[config.mk]
export PLATFORM = sky130hd
export DESIGN_NAME = sensor_two_point_calibrator
export DESIGN_NICKNAME = d
export VERILOG_FILES = /design/src/rtl/spc_pkg.sv /design/src/rtl/sensor_two_point_calibrator.sv
export VERILOG_INCLUDE_DIRS = /design/src /design/src/rtl
export SDC_FILE = /design/constraint.sdc
export NUM_CORES = 1
export LEC_CHECK = 0
export BUFFER_PORTS_ARGS = -buffer_cell sky130_fd_sc_hd__buf_4
export CELL_PAD_IN_SITES_DETAIL_PLACEMENT = 0
export CELL_PAD_IN_SITES_GLOBAL_PLACEMENT = 1
export CORE_MARGIN = 2
export CORE_UTILIZATION = 49
export DETAILED_ROUTE_END_ITERATION = 7
export HOLD_SLACK_MARGIN = 0.06
export PLACE_DENSITY = 0.84
export SYNTH_ARGS = -nofsm -noshare
export SYNTH_HDL_FRONTEND = slang
export SYNTH_SLANG_ARGS = --single-unit
[constraint.sdc]
create_clock -name clk -period 6.44 [get_ports clk]
set_clock_uncertainty 0.05 [all_clocks]
set_input_delay 0.322 -clock clk [delete_from_list [all_inputs] [get_ports clk]]
set_output_delay 0.322 -clock clk [all_outputs]
set_load 0.01 [all_outputs]
[src/rtl/sensor_two_point_calibrator_assert.svh]
// Assertion macros for the sensor two-point calibrator.
// Expects clk and rst_n in the scope where the macros are used.
`ifndef SENSOR_TWO_POINT_CALIBRATOR_ASSERT_SVH
`define SENSOR_TWO_POINT_CALIBRATOR_ASSERT_SVH

// Same-cycle implication, checked out of reset
`define SPC_ASSERT_NOW(lbl, ante, cons, msg) \
  lbl: assert property (@(posedge clk) disable iff (!rst_n) (ante) |-> (cons)) else $error(msg);

// Next-cycle implication, checked out of reset
`define SPC_ASSERT_NEXT(lbl, ante, cons, msg) \
  lbl: assert property (@(posedge clk) disable iff (!rst_n) (ante) |=> (cons)) else $error(msg);

`endif

[src/rtl/spc_pkg.sv]
// Shared types and constants for the sensor two-point calibrator.
// No dependencies.
package spc_pkg;

  // Field widths
  localparam int unsigned SAMPLE_W     = 16;
  localparam int unsigned VALUE_W      = 24;
  localparam int unsigned CFG_IDX_W    = 4;
  localparam int unsigned CFG_DATA_W   = 16;
  localparam int unsigned SAMPLE_BITS_DEF = 16;

  // Datapath widths: |r1 - r0| < 128, |sample - raw0| < 65536
  localparam int unsigned DIFF_W  = 17;
  localparam int unsigned MAG_W   = 16;
  localparam int unsigned REFU_W  = 7;
  localparam int unsigned PROD_W  = 23;

  // Serial step counts
  localparam int unsigned MUL_STEPS = REFU_W;
  localparam int unsigned DIV_STEPS = PROD_W;
  localparam int unsigned CNT_W     = 5;

  // Humidity upper clamp in whole percent
  localparam int HUMID_MAX = 100;

  // Register indexes
  localparam logic [CFG_IDX_W-1:0] REG_TEMP_REF0_X8  = 4'd0;
  localparam logic [CFG_IDX_W-1:0] REG_TEMP_REF1_X8  = 4'd1;
  localparam logic [CFG_IDX_W-1:0] REG_TEMP_REF0_RAW = 4'd2;
  localparam logic [CFG_IDX_W-1:0] REG_TEMP_REF1_RAW = 4'd3;
  localparam logic [CFG_IDX_W-1:0] REG_HUM_REF0_X2   = 4'd4;
  localparam logic [CFG_IDX_W-1:0] REG_HUM_REF1_X2   = 4'd5;
  localparam logic [CFG_IDX_W-1:0] REG_HUM_REF0_RAW  = 4'd6;
  localparam logic [CFG_IDX_W-1:0] REG_HUM_REF1_RAW  = 4'd7;

  // Sequencer states
  typedef enum logic [2:0] {
    ST_IDLE,
    ST_MUL,
    ST_DIV,
    ST_SGN,
    ST_ADJ,
    ST_DONE
  } state_t;

endpackage

[src/rtl/sensor_two_point_calibrator.sv]
// Two-point linear calibration of temperature and humidity samples.
// Serial shift-add multiplier and restoring divider, one bit per cycle.
// Depends on spc_pkg and sensor_two_point_calibrator_assert.svh.
// A conversion runs from input word through 7 multiply steps, 23 divide steps,
// sign, offset and output load; a held result or a zero-denominator fault goes
// straight to the output load. One word in flight: a new word is taken only
// once the last result is in the output register, which can stall on out_tready.
// Reset (rst_n, synchronous): sequencer, config, output valid and held values
// cleared to zero; datapath registers load on accept and are not reset.
`include "sensor_two_point_calibrator_assert.svh"

module sensor_two_point_calibrator #(
  parameter int unsigned SAMPLE_BITS = spc_pkg::SAMPLE_BITS_DEF
) (
  input  logic                           clk,
  input  logic                           rst_n,
  // config write channel
  input  logic                           cfg_valid,
  output logic                           cfg_ready,
  input  logic [spc_pkg::CFG_IDX_W-1:0]  cfg_index,
  input  logic [spc_pkg::CFG_DATA_W-1:0] cfg_data,
  // input stream
  input  logic                           in_tvalid,
  output logic                           in_tready,
  input  logic [spc_pkg::SAMPLE_W-1:0]   in_tdata,   // [15:0] raw_sample
  input  logic [1:0]                     in_tuser,   // [0] op, [1] sample_ready
  // result stream
  output logic                           out_tvalid,
  input  logic                           out_tready,
  output logic [spc_pkg::VALUE_W-1:0]    out_tdata,  // [23:0] scaled_value
  output logic [1:0]                     out_tuser   // [0] from_hold, [1] divide_fault
);
  import spc_pkg::*;

  // Config registers
  logic [9:0]          t_ref0_x8_r, t_ref1_x8_r;
  logic [SAMPLE_W-1:0] t_raw0_r, t_raw1_r;
  logic [7:0]          h_ref0_x2_r, h_ref1_x2_r;
  logic [SAMPLE_W-1:0] h_raw0_r, h_raw1_r;

  // Control state
  state_t             state_r, state_nxt;
  logic [CNT_W-1:0]   cnt_r, cnt_nxt;
  logic               out_tvalid_r, out_tvalid_nxt;
  logic [VALUE_W-1:0] held_t_r, held_t_nxt;
  logic [VALUE_W-1:0] held_h_r, held_h_nxt;

  // Payload registers
  logic               op_r, op_nxt;
  logic               neg_r, neg_nxt;
  logic               hold_r, hold_nxt;
  logic               fault_r, fault_nxt;
  logic [REFU_W-1:0]  r0_r, r0_nxt;
  logic [REFU_W-1:0]  mplier_r, mplier_nxt;
  logic [MAG_W-1:0]   mcand_r, mcand_nxt;
  logic [MAG_W-1:0]   den_r, den_nxt;
  logic [MAG_W-1:0]   rem_r, rem_nxt;
  logic [PROD_W-1:0]  acc_r, acc_nxt;
  logic [VALUE_W-1:0] res_r, res_nxt;
  logic [VALUE_W-1:0] out_tdata_r, out_tdata_nxt;
  logic [1:0]         out_tuser_r, out_tuser_nxt;

  logic in_fire, cfg_fire, out_free;

  // Front-end operand selection
  logic signed [SAMPLE_BITS-1:0] smp;
  logic signed [DIFF_W-1:0]      sample_x, raw0_x, raw1_x, ds, den_s;
  logic signed [7:0]             dr;
  logic [REFU_W-1:0]             ref0_u, ref1_u;
  logic [MAG_W-1:0]              ds_mag, den_mag;
  logic [REFU_W-1:0]             dr_mag;
  logic [VALUE_W-1:0]            held_sel;

  // Serial step logic
  logic [MAG_W:0]                rem_sh;
  logic [MAG_W+1:0]              rem_diff;
  logic signed [VALUE_W-1:0]     adj_sum;

  assign cfg_ready  = 1'b1;
  assign cfg_fire   = cfg_valid & cfg_ready;
  assign in_tready  = (state_r == ST_IDLE);
  assign in_fire    = in_tvalid & in_tready;
  assign out_free   = ~out_tvalid_r | out_tready;
  assign out_tvalid = out_tvalid_r;
  assign out_tdata  = out_tdata_r;
  assign out_tuser  = out_tuser_r;

  // Operand differences for the selected channel
  always_comb begin
    smp      = in_tdata[SAMPLE_BITS-1:0];
    sample_x = DIFF_W'(smp);
    if (in_tuser[0]) begin
      raw0_x   = DIFF_W'(signed'(h_raw0_r));
      raw1_x   = DIFF_W'(signed'(h_raw1_r));
      ref0_u   = h_ref0_x2_r[7:1];
      ref1_u   = h_ref1_x2_r[7:1];
      held_sel = held_h_r;
    end else begin
      raw0_x   = DIFF_W'(signed'(t_raw0_r));
      raw1_x   = DIFF_W'(signed'(t_raw1_r));
      ref0_u   = t_ref0_x8_r[9:3];
      ref1_u   = t_ref1_x8_r[9:3];
      held_sel = held_t_r;
    end
    ds      = sample_x - raw0_x;
    den_s   = raw1_x - raw0_x;
    dr      = signed'({1'b0, ref1_u}) - signed'({1'b0, ref0_u});
    ds_mag  = ds[DIFF_W-1] ? MAG_W'(-ds) : ds[MAG_W-1:0];
    den_mag = den_s[DIFF_W-1] ? MAG_W'(-den_s) : den_s[MAG_W-1:0];
    dr_mag  = dr[7] ? REFU_W'(-dr) : dr[REFU_W-1:0];
  end

  // Divider step: shift in next dividend bit, trial subtract
  assign rem_sh   = {rem_r, acc_r[PROD_W-1]};
  assign rem_diff = {1'b0, rem_sh} - {2'b00, den_r};
  // Offset add
  assign adj_sum  = signed'(res_r) + signed'(VALUE_W'(r0_r));

  // Sequencer: next state and datapath
  always_comb begin
    state_nxt      = state_r;
    cnt_nxt        = cnt_r;
    out_tvalid_nxt = out_tvalid_r;
    held_t_nxt     = held_t_r;
    held_h_nxt     = held_h_r;
    op_nxt         = op_r;
    neg_nxt        = neg_r;
    hold_nxt       = hold_r;
    fault_nxt      = fault_r;
    r0_nxt         = r0_r;
    mplier_nxt     = mplier_r;
    mcand_nxt      = mcand_r;
    den_nxt        = den_r;
    rem_nxt        = rem_r;
    acc_nxt        = acc_r;
    res_nxt        = res_r;
    out_tdata_nxt  = out_tdata_r;
    out_tuser_nxt  = out_tuser_r;

    // output register drains independently
    if (out_tvalid_r && out_tready) begin
      out_tvalid_nxt = 1'b0;
    end

    case (state_r)
      ST_IDLE: begin
        if (in_fire) begin
          op_nxt     = in_tuser[0];
          r0_nxt     = ref0_u;
          mcand_nxt  = ds_mag;
          mplier_nxt = dr_mag;
          den_nxt    = den_mag;
          neg_nxt    = ds[DIFF_W-1] ^ den_s[DIFF_W-1] ^ dr[7];
          acc_nxt    = '0;
          rem_nxt    = '0;
          cnt_nxt    = '0;
          hold_nxt   = 1'b0;
          fault_nxt  = 1'b0;
          if ((held_sel != '0) && !in_tuser[1]) begin
            // held result returned without a conversion
            hold_nxt  = 1'b1;
            res_nxt   = held_sel;
            state_nxt = ST_DONE;
          end else if (den_s == '0) begin
            fault_nxt = 1'b1;
            res_nxt   = '0;
            state_nxt = ST_DONE;
          end else begin
            state_nxt = ST_MUL;
          end
        end
      end
      ST_MUL: begin
        // MSB-first shift-add over |r1 - r0|
        acc_nxt    = {acc_r[PROD_W-2:0], 1'b0}
                   + (mplier_r[REFU_W-1] ? PROD_W'(mcand_r) : '0);
        mplier_nxt = {mplier_r[REFU_W-2:0], 1'b0};
        cnt_nxt    = cnt_r + 1'b1;
        if (cnt_r == CNT_W'(MUL_STEPS - 1)) begin
          cnt_nxt   = '0;
          state_nxt = ST_DIV;
        end
      end
      ST_DIV: begin
        // restoring divide, quotient shifts into acc
        if (!rem_diff[MAG_W+1]) begin
          rem_nxt = rem_diff[MAG_W-1:0];
          acc_nxt = {acc_r[PROD_W-2:0], 1'b1};
        end else begin
          rem_nxt = rem_sh[MAG_W-1:0];
          acc_nxt = {acc_r[PROD_W-2:0], 1'b0};
        end
        cnt_nxt = cnt_r + 1'b1;
        if (cnt_r == CNT_W'(DIV_STEPS - 1)) begin
          cnt_nxt   = '0;
          state_nxt = ST_SGN;
        end
      end
      ST_SGN: begin
        // truncation toward zero: sign applied to the magnitude quotient
        res_nxt   = neg_r ? VALUE_W'(-{1'b0, acc_r}) : VALUE_W'(acc_r);
        state_nxt = ST_ADJ;
      end
      ST_ADJ: begin
        if (op_r && (adj_sum > VALUE_W'(HUMID_MAX))) begin
          res_nxt = VALUE_W'(HUMID_MAX);
        end else begin
          res_nxt = adj_sum;
        end
        state_nxt = ST_DONE;
      end
      ST_DONE: begin
        if (out_free) begin
          out_tvalid_nxt = 1'b1;
          out_tdata_nxt  = res_r;
          out_tuser_nxt  = {fault_r, hold_r};
          if (!hold_r && !fault_r) begin
            if (op_r) begin
              held_h_nxt = res_r;
            end else begin
              held_t_nxt = res_r;
            end
          end
          state_nxt = ST_IDLE;
        end
      end
      default: begin
        state_nxt = ST_IDLE;
      end
    endcase
  end

  // Control and config registers
  always_ff @(posedge clk) begin
    if (!rst_n) begin
      state_r      <= ST_IDLE;
      cnt_r        <= '0;
      out_tvalid_r <= 1'b0;
      held_t_r     <= '0;
      held_h_r     <= '0;
      t_ref0_x8_r  <= '0;
      t_ref1_x8_r  <= '0;
      t_raw0_r     <= '0;
      t_raw1_r     <= '0;
      h_ref0_x2_r  <= '0;
      h_ref1_x2_r  <= '0;
      h_raw0_r     <= '0;
      h_raw1_r     <= '0;
    end else begin
      state_r      <= state_nxt;
      cnt_r        <= cnt_nxt;
      out_tvalid_r <= out_tvalid_nxt;
      held_t_r     <= held_t_nxt;
      held_h_r     <= held_h_nxt;
      if (cfg_fire) begin
        case (cfg_index)
          REG_TEMP_REF0_X8:  t_ref0_x8_r <= cfg_data[9:0];
          REG_TEMP_REF1_X8:  t_ref1_x8_r <= cfg_data[9:0];
          REG_TEMP_REF0_RAW: t_raw0_r    <= cfg_data;
          REG_TEMP_REF1_RAW: t_raw1_r    <= cfg_data;
          REG_HUM_REF0_X2:   h_ref0_x2_r <= cfg_data[7:0];
          REG_HUM_REF1_X2:   h_ref1_x2_r <= cfg_data[7:0];
          REG_HUM_REF0_RAW:  h_raw0_r    <= cfg_data;
          REG_HUM_REF1_RAW:  h_raw1_r    <= cfg_data;
          default: ;
        endcase
      end
    end
  end

  // Payload registers
  always_ff @(posedge clk) begin
    op_r        <= op_nxt;
    neg_r       <= neg_nxt;
    hold_r      <= hold_nxt;
    fault_r     <= fault_nxt;
    r0_r        <= r0_nxt;
    mplier_r    <= mplier_nxt;
    mcand_r     <= mcand_nxt;
    den_r       <= den_nxt;
    rem_r       <= rem_nxt;
    acc_r       <= acc_nxt;
    res_r       <= res_nxt;
    out_tdata_r <= out_tdata_nxt;
    out_tuser_r <= out_tuser_nxt;
  end

  // Checks
  `SPC_ASSERT_NEXT(a_busy_after_accept, in_fire, !in_tready, "input taken while busy")
  `SPC_ASSERT_NOW(a_fault_clean, out_tvalid_r && out_tuser_r[1], (out_tdata_r == '0) && !out_tuser_r[0], "fault result not zero")
  `SPC_ASSERT_NOW(a_div_count, state_r == ST_DIV, cnt_r < CNT_W'(DIV_STEPS), "divide step count overrun")
  `SPC_ASSERT_NOW(a_humid_clamp, 1'b1, signed'(held_h_r) <= signed'(VALUE_W'(HUMID_MAX)), "held humidity above clamp")

endmodule

After elaboration in Yosys (flattened, before gate mapping). Cells that the tools add are included. Widths: inputs -> output; s select.

Flip-flop bits (word level): 296. Bits of input ports: 43. Output and inout port bits: 29.

Add/subtract/negate cells: 11. Order comparisons: 1. Eq/ne operators: 19. Multiplexer cells: 39. Bitwise operators: 6. Reduce and logical (&&, ||, !) cells: 32.

Operator list (number): $mux 24 (6); $mux 16 (5); $pmux 24 s3 (1); $pmux 23 s3 (1); $mux 17 (2); $neg 16->16 (2); $pmux 16 s2 (1); $mux 7 (4); $reduce_and 2->1 (13); $add 24x8->24 (1); $gt 24x8->1 const B (1); $neg 23->24 (1); $reduce_bool 24->1 (1); $add 23x16->23 (1); $mux 23 (1); $mux 3 (6); $pmux 3 s6 (1); $sub 17x16->18 (1); $logic_not 17->1 (1); $sub 16x17->17 (1); $sub 17x17->17 (1); $eq 4x3->1 const B (4); $mux 5 (3); $pmux 5 s3 (1); 27 further kinds (48).

Depth between registers and ports, before layout. Gate-level depths: netlist of run 1.

Word-level depth: 7. Mapped depth: 15. Mapped depth without buffers: 12.

Least setup slack after synthesis of run 1. OpenSTA, ideal clock, no wires.

Path type: input-to-reg. Start point: in in_tuser[0]. End point: reg res_r[0], enable pin. Setup time: 413 ps. Arrival time: 5099 ps. Data required time: 5977 ps. Setup slack: 878 ps. Cell stages on the path: 15. Buffers on the path: 3. Cells stage by stage: clkbuf_1 clkbuf_1 buf_1 mux2i_1 ha_1 inv_1 fa_1 a211oi_1 o21bai_1 a211oi_1 o2111ai_1 nor3b_1 and3_1 nand4_1 a21oi_1.

Word-level cells in the longest chain between the ends: 5. Elaborated cells between the ends (all ways): 9.

Ends and longest elaborated chain: from (decl) (RTL line sensor_two_point_calibrator.sv:26) `input logic [1:0] in_tuser,`; $mux 17 / $mux 24 (equally long branches) (RTL line sensor_two_point_calibrator.sv:92) `if (in_tuser[0]) begin`; $sub 17x17->17 / $reduce_bool 24->1 (equally long branches) (RTL line sensor_two_point_calibrator.sv:106, sensor_two_point_calibrator.sv:159); $logic_not 17->1 / $logic_and 1x1->1 (equally long branches) (RTL line sensor_two_point_calibrator.sv:164, sensor_two_point_calibrator.sv:159); $ne 3x1->1 (no line) *; $reduce_and 3->1 (no line) *; to (signal assigned) (RTL line sensor_two_point_calibrator.sv:283) `res_r <= res_nxt;`; to (decl) (RTL line sensor_two_point_calibrator.sv:59) `logic [VALUE_W-1:0] res_r, res_nxt;`.

Mark *: on every way between the ends. The rest lies on a longest branch, timed or not. A chain may end at the register's enable or synchronous reset.

Worst setup path after layout of run 1.
Start point: reg res_r[1]. End point: reg res_r[17] (data pin).

Word-level cells in the longest chain between the ends: 5.

Ends and longest elaborated chain: $add 24x8->24 * (RTL line sensor_two_point_calibrator.sv:117) `assign adj_sum = signed'(res_r) + signed'(VALUE_W'(r0_r));`; $gt 24x8->1 (RTL line sensor_two_point_calibrator.sv:205) `if (op_r && (adj_sum > VALUE_W'(HUMID_MAX))) begin`; $logic_and 1x1->1 (RTL line sensor_two_point_calibrator.sv:205); $mux 24 * (RTL line sensor_two_point_calibrator.sv:205); $pmux 24 s3 * (RTL line sensor_two_point_calibrator.sv:145) `case (state_r)`; net res_nxt[17] (RTL line sensor_two_point_calibrator.sv:59).

The timed path passes the listed nets; every way through them passes the cells marked *.

==> impl_metrics.toml, run 1 <==
[detailed_routing]
viasPerCell = 5.75
drt_wl_total_mm = 43.5
drt_iter0_drc = 885
first_pass_iters = 5
dr_total_vias = 13800
wl_per_cell_um = 18.1
detail-route-antenna-nets = 0
remaining_drc_errors = 0

[placed_design]
portBuffers = 70
gp_congestion = 0.908
dp_hpwl_mm = 31.2

[power]
vdd_ir_drop_max_mv = 0.231
pwr-share-comb = 0.368
power_leakage_nw = 7.66
internal_power_w = 0.00480
p_per_area_mw_per_mm2 = 381
seqPwrFrac = 0.370
switching_share = 0.368
clkPwrFrac = 0.263
switching_power_w = 0.00279

[timing]
slew_headroom = 0.138
fin_crit_ps = 4070
rsz0062_at_grt = "no"
fin_crit_sh = 0.631
finalSetupViolCount = 0
max_freq_mhz = 246
tightestPinTransition_ps = 1290
fin_setup_tns_ps = 0
hold_violations = 0
slew_violations = 0
hold_ws_ps = 160

[critical_path]
end_kind = "register"
cp.required_ps = 6620
cp.arrival_ps = 4250
ff2ff_path_depth = 9
startpoint = "res_r[1]"
crit_type = "reg2reg"
rrSetupSlack_ps = 2370
cp_max_fo = 13
reg2reg_from = "res_r[1]"
critPathLaunchType = "register"
timing.rr.end = "res_r[17]"
endpoint = "res_r[17]"

[logic_synthesis]
synth_enable_flop_cells = 139
avgSynthCellArea_um2 = 9.43
ys_warn_count = 0
seq_area_frac_synth = 0.402
netlist-cell-type-count = 91
synth_area_mm2 = 0.0178
syn_nets = 2021
ys_seq_elements = 288
synthCells = 1889
synth-main-ff-cell = "dfxtp_1"
synth_async_sr_flop_share = 0

[global_route]
grt_overflow_total = 0
grt.total_usage = 0.229
grt_pass1_vias = 13400
grt_max_degree = 113
busiest_layer = "met2"
use_met1 = 0.304
grt_use_met3 = 0.0411
grt_pass1_wl_mm = 70.5
use_met2 = 0.387
antenna_found_initial = 0

[floorplanning]
core_mm2 = 0.0357
initial_core_util = 0.499
die_area_mm2 = 0.0379
io-pin-count = 72
core.rowCount = 69
fp.dieH_um = 195
die_w_um = 195

[clock_network]
cts-root-buf = "clkbuf_16"
cts_tree = "built"
clock_latency_ps = 540
clkSinkCount = 288
h-tree-depth = 2
cts.clk_slew.worst_paths_ps = 60
cts_made_buffers = 34
cts_buffer_depth = 3

[status]
outcome = "completed"

[layout]
fin_nets = 2051
layout-drive-gt1-share = 0.103
layout_common_cells = "nand2_1 (256), dfxtp_1 (149), edfxtp_1 (139)"
diodes = 0
final_common_cell = "nand2_1"
syn_to_final_growth_pct = 11.8

[run]
maxCapViolCount = 0

[min_path]
hp-class = "in2reg"
## kinds of logic after synthesis
group / count (synthesis) / synth area share
flops: 288 / 0.402
other cells: 1 / 0.000211
simple gates: 644 / 0.180
xor+xnor: 117 / 0.0576
fa+ha+maj: 89 / 0.0651
compound gates: 428 / 0.171
mux: 151 / 0.0866
buf+inv: 171 / 0.0376
## layer usage
layer / vias up / share of wire
met3: 61 / 0.046
met2: 265 / 0.48
met5: - / 0
li1: 6881 / -
met1: 6631 / 0.46
met4: 0 / 0.017
## cell usage after synthesis, drive strengths merged, types with 5 or more instances
library cell | instances | share of area
clkbuf | 77 | 0.016
nor4 | 21 | 0.0086
nand4b | 5 | 0.0025
a2111oi | 6 | 0.0033
o211ai | 15 | 0.0066
o21bai | 8 | 0.0034
a21oi | 75 | 0.022
o31a | 6 | 0.0030
a21boi | 83 | 0.035
and3 | 12 | 0.0042
xor2 | 30 | 0.015
o21a | 14 | 0.0059
o2111ai | 5 | 0.0025
or4 | 8 | 0.0036
nand4 | 9 | 0.0032
nor3 | 30 | 0.0084
nand2b | 24 | 0.0086
a211oi | 15 | 0.0066
edfxtp | 139 | 0.23
o41ai | 7 | 0.0053
mux2i | 126 | 0.071
xnor2 | 87 | 0.043
and2 | 27 | 0.0095
or2 | 11 | 0.0039
mux2 | 25 | 0.016
o221ai | 19 | 0.010
fa | 6 | 0.0067
o21ai | 81 | 0.023
nand3 | 35 | 0.0098
nor4b | 5 | 0.0025
dfxtp | 149 | 0.17
inv | 66 | 0.014
a21o | 24 | 0.010
or3 | 13 | 0.0054
nand2 | 256 | 0.054
nand3b | 10 | 0.0044
a31oi | 13 | 0.0046
nor3b | 13 | 0.0055
buf | 28 | 0.0073
nor2 | 88 | 0.019
o31ai | 13 | 0.0063
o311ai | 6 | 0.0034
ha | 83 | 0.058
nor2b | 73 | 0.026
## metrics by stage
stage	power [W]	util	cell area (um^2)	worst slack, ps	std cells
global placement	0.00552	0.522	18600	1960	2328
CTS	0.00762	0.558	19900	2400	2405
floorplan	0.00489	-	17800	878	1889
detailed placement	0.00558	0.522	18600	1890	2328
global route	0.00806	0.558	19900	2070	2405
finish	0.00759	0.558	19900	2370	2405
## critical path, cell delays in order, from the launching register on
cell      delay [ps]
edfxtp_1         500
ha_1             350
a211oi_1         300
o21bai_1         210
a21oi_2          390
nor4_2           130
xnor2_1          290
a21oi_1          230
a21oi_1         1030
o221ai_1         270
## sequential cells by signal, indices dropped and copies added (netlist names), 2 cells and up
signal / count
acc_r: 23
cnt_r: 5
den_r: 16
h_raw0_r: 16
h_raw1_r: 16
h_ref0_x2_r: 7
h_ref1_x2_r: 7
held_h_r: 24
held_t_r: 24
mcand_r: 16
mplier_r: 7
out_tdata: 24
out_tuser: 2
r0_r: 7
rem_r: 16
res_r: 24
state_r: 3
t_raw0_r: 16
t_raw1_r: 16
t_ref0_x8_r: 7
t_ref1_x8_r: 7
## power groups by stage
stage                     registers (W)  clock network [W]  logic (W)
after detailed placement        0.00283                  0    0.00275
after global placement          0.00283                  0    0.00269
after CTS                       0.00280            0.00203    0.00279
final                           0.00281            0.00199    0.00279
after floorplan                 0.00260                  0    0.00229
after global routing            0.00285            0.00211    0.00310
## cell type report
type,count,area (um^2)
Timing Repair Buffer,99,783
Clock inverter,16,205
Tap cell,461,577
Inverter,66,248
Fill cell,3151,15700
Clock buffer,45,933
Multi-Input combinational cell,1430,10000
Sequential cell,288,7160
## worst min path at each step
stage / startpoint / endpoint / slack, ps / depth (start not counted)
6_report: in_tuser[1] / hold_r / 160 / 2
5_1_grt: in_tuser[1] / hold_r / 150 / 2
4_1_cts: in_tuser[1] / hold_r / 150 / 2
3_5_place_dp: h_raw1_r[6] / h_raw1_r[6] / 410 / 2
3_3_place_gp: held_t_r[15] / held_t_r[15] / 400 / 2
2_1_floorplan: res_r[10] / out_tdata[10] / 370 / 0
## timing repair
| action | in CTS | in global routing |
|---|---|---|
| setup buffers | 0 | 0 |
| resized for setup | 0 | 0 |
| hold buffers | 16 | 0 |
| hold endpoints to repair | 52 | 0 |
(Power assumes the default switching activity.)
==> run 2: changes to the inputs <==
--- a/config.mk
+++ b/config.mk
@@ -10,10 +10,10 @@
 export CELL_PAD_IN_SITES_DETAIL_PLACEMENT = 0
 export CELL_PAD_IN_SITES_GLOBAL_PLACEMENT = 1
 export CORE_MARGIN = 2
-export CORE_UTILIZATION = 49
+export CORE_UTILIZATION = 45
 export DETAILED_ROUTE_END_ITERATION = 7
 export HOLD_SLACK_MARGIN = 0.06
-export PLACE_DENSITY = 0.84
+export PLACE_DENSITY = 0.81
 export SYNTH_ARGS = -nofsm -noshare
 export SYNTH_HDL_FRONTEND = slang
 export SYNTH_SLANG_ARGS = --single-unit
==> constraint.sdc (replaced) <==
create_clock -name clk -period 3.5 [get_ports clk]
set_clock_uncertainty 0.05 [all_clocks]
set_input_delay 0.175 -clock clk [delete_from_list [all_inputs] [get_ports clk]]
set_output_delay 0.175 -clock clk [all_outputs]
set_load 0.01 [all_outputs]
==> run 2 against run 1 <==
Effect of this change:
- cell area grew 5.0%
- critical path depth grew 7
- register-to-register slack lost 2300 ps
- sequential power grew 81%
- wire length grew 2.9%
==> impl_metrics.toml, run 2 (synthesis results as in run 1) <==
[status]
outcome = "completed"

[detailed_routing]
drt_wl_total_mm = 44.7
drt_iter0_drc = 853
viasPerCell = 5.53
remaining_drc_errors = 0
first_pass_iters = 5
dr_total_vias = 14200
wl_per_cell_um = 17.5
detail-route-antenna-nets = 0

[critical_path]
crit_buf_inv = 5
cp_max_fo = 6
ff2ff_path_depth = 16
endpoint = "res_r[23]"
cp_top_family = "compound AO/OA/AOI/OAI gates"
cp.required_ps = 3720
path_cells = "mux2i_1, ha_2, inv_2, fa_2, a211oi_4, buf_4, o21ai_0, o21ai_0, o2111ai_2, nor3b_2, and3_1, nand4_1, buf_6, a21oi_4, buf_12, clkbuf_16"
rrSetupSlack_ps = 90
cp_slowest_cell = "fa_2"
timing.rr.end = "res_r[23]"
end_kind = "register"
critPathLaunchType = "register"
crit_top_cell = "o21ai_0"
crit_type = "reg2reg"
cp.depth = 16
startpoint = "h_raw1_r[0]"
reg2reg_from = "h_raw1_r[0]"
slowest_delay_ps = 360
cp.arrival_ps = 3630

[timing]
fin_crit_sh = 0.975
max_freq_mhz = 293
tightestPinTransition_ps = 1130
hold_ws_ps = 131
setup_ws_ps = 86.5
hold_violations = 0
fin_setup_tns_ps = 0
slew_violations = 0
rsz0062_at_grt = "yes"
fin_crit_ps = 3410
finalSetupViolCount = 0
slew_headroom = 0.246

[power]
switching_share = 0.368
clkPwrFrac = 0.250
p_per_area_mw_per_mm2 = 680
switching_power_w = 0.00524
power_leakage_nw = 8.16
pwr-share-comb = 0.393
internal_power_w = 0.00898
vdd_ir_drop_max_mv = 0.404
seqPwrFrac = 0.357

[global_route]
grt_pass1_vias = 13800
grt_pass1_wl_mm = 72.1
grt_overflow_total = 0
antenna_found_initial = 0
grt.total_usage = 0.215
grt_max_degree = 76

[placed_design]
portBuffers = 70
pre_cts_ws_ps = -228
gp_congestion = 0.919
placed_cells = 2475
dp_hpwl_mm = 32.6

[clock_network]
cts.clk_slew.worst_paths_ps = 60
clock_latency_ps = 560
cts_tree = "built"
cts-root-buf = "clkbuf_16"
cts_made_buffers = 34
cts_buffer_depth = 3
clkSinkCount = 288
h-tree-depth = 2

[floorplanning]
core.rowCount = 72
core_mm2 = 0.0388
die_w_um = 203
fp.dieH_um = 203
io-pin-count = 72
initial_core_util = 0.459
die_area_mm2 = 0.0412

[layout]
fin_nets = 2151
post_layout_nonfiller_instances = 2560
diodes = 0
multiInputGateArea_mm2 = 0.0101
syn_to_final_growth_pct = 17.4
layout_common_cells = "nand2_1 (256), buf_4 (174), dfxtp_1 (148)"
fillers = 3485
layout-drive-gt1-share = 0.155
regArea_mm2 = 0.00716
final_common_cell = "nand2_1"

[min_path]
hp-class = "in2reg"

[run]
maxCapViolCount = 0
run 2: stage by stage:
stage	utilization	cell area (um^2)	total power [W]
after global routing	0.539	20900	0.0151
after floorplan	-	17900	0.00901
after CTS	0.534	20700	0.0142
after detailed placement	0.501	19400	0.0105
after global placement	0.501	19400	0.0104
final	0.539	20900	0.0142
run 2: worst register-to-register path, stage by stage (launching register included):
cell,delay (ps)
dfxtp_2,310
mux2i_1,150
ha_2,200
inv_2,40
fa_2,360
a211oi_4,260
buf_4,150
o21ai_0,90
o21ai_0,160
o2111ai_2,210
nor3b_2,230
and3_1,200
nand4_1,130
buf_6,160
a21oi_4,140
buf_12,150
clkbuf_16,160
run 2: what timing repair did:
| item | 4_1_cts | 5_1_grt |
|---|---|---|
| hold endpoints to repair | 95 | 0 |
| hold buffers | 18 | 0 |
| buffers inserted | 0 | 5 |
| endpoints found under the setup margin | 0 | 41 |
| gates resized for setup | 0 | 18 |
run 2: power groups by stage:
stage / clock, W / combinational (W) / sequential, W
2_1_floorplan: 0 / 0.00423 / 0.00478
3_3_place_gp: 0 / 0.00529 / 0.00511
3_5_place_dp: 0 / 0.00540 / 0.00513
4_1_cts: 0.00364 / 0.00546 / 0.00507
5_1_grt: 0.00375 / 0.00619 / 0.00516
6_report: 0.00356 / 0.00559 / 0.00508
run 2: how the worst min path moves through the flow:
stage,depth (start not counted),end,start
after detailed placement,2,held_t_r[15],held_t_r[15]
after CTS,4,cnt_r[1],in_tvalid
after global routing,4,cnt_r[1],in_tvalid
final,4,cnt_r[1],in_tvalid
after floorplan,0,op_r,in_tuser[0]
after global placement,2,held_t_r[15],held_t_r[15]
run 2: metal layers:
layer / wire, um / part of all wire / track usage / vias up
met4: 967 / 0.022 / 0.0584 / 0
met5: 0 / 0 / 0 / -
met2: 20500 / 0.46 / 0.353 / 306
met1: 21400 / 0.48 / 0.298 / 6686
li1: - / - / - / 7090
met3: 1880 / 0.042 / 0.0295 / 73
run 2: cell type report:
type	count	share of cell area
Clock inverter	14	0.00808
Clock buffer	45	0.0451
Tap cell	518	0.0310
Sequential cell	288	0.342
Timing Repair Buffer	199	0.0774
Multi-Input combinational cell	1430	0.484
Inverter	66	0.0118
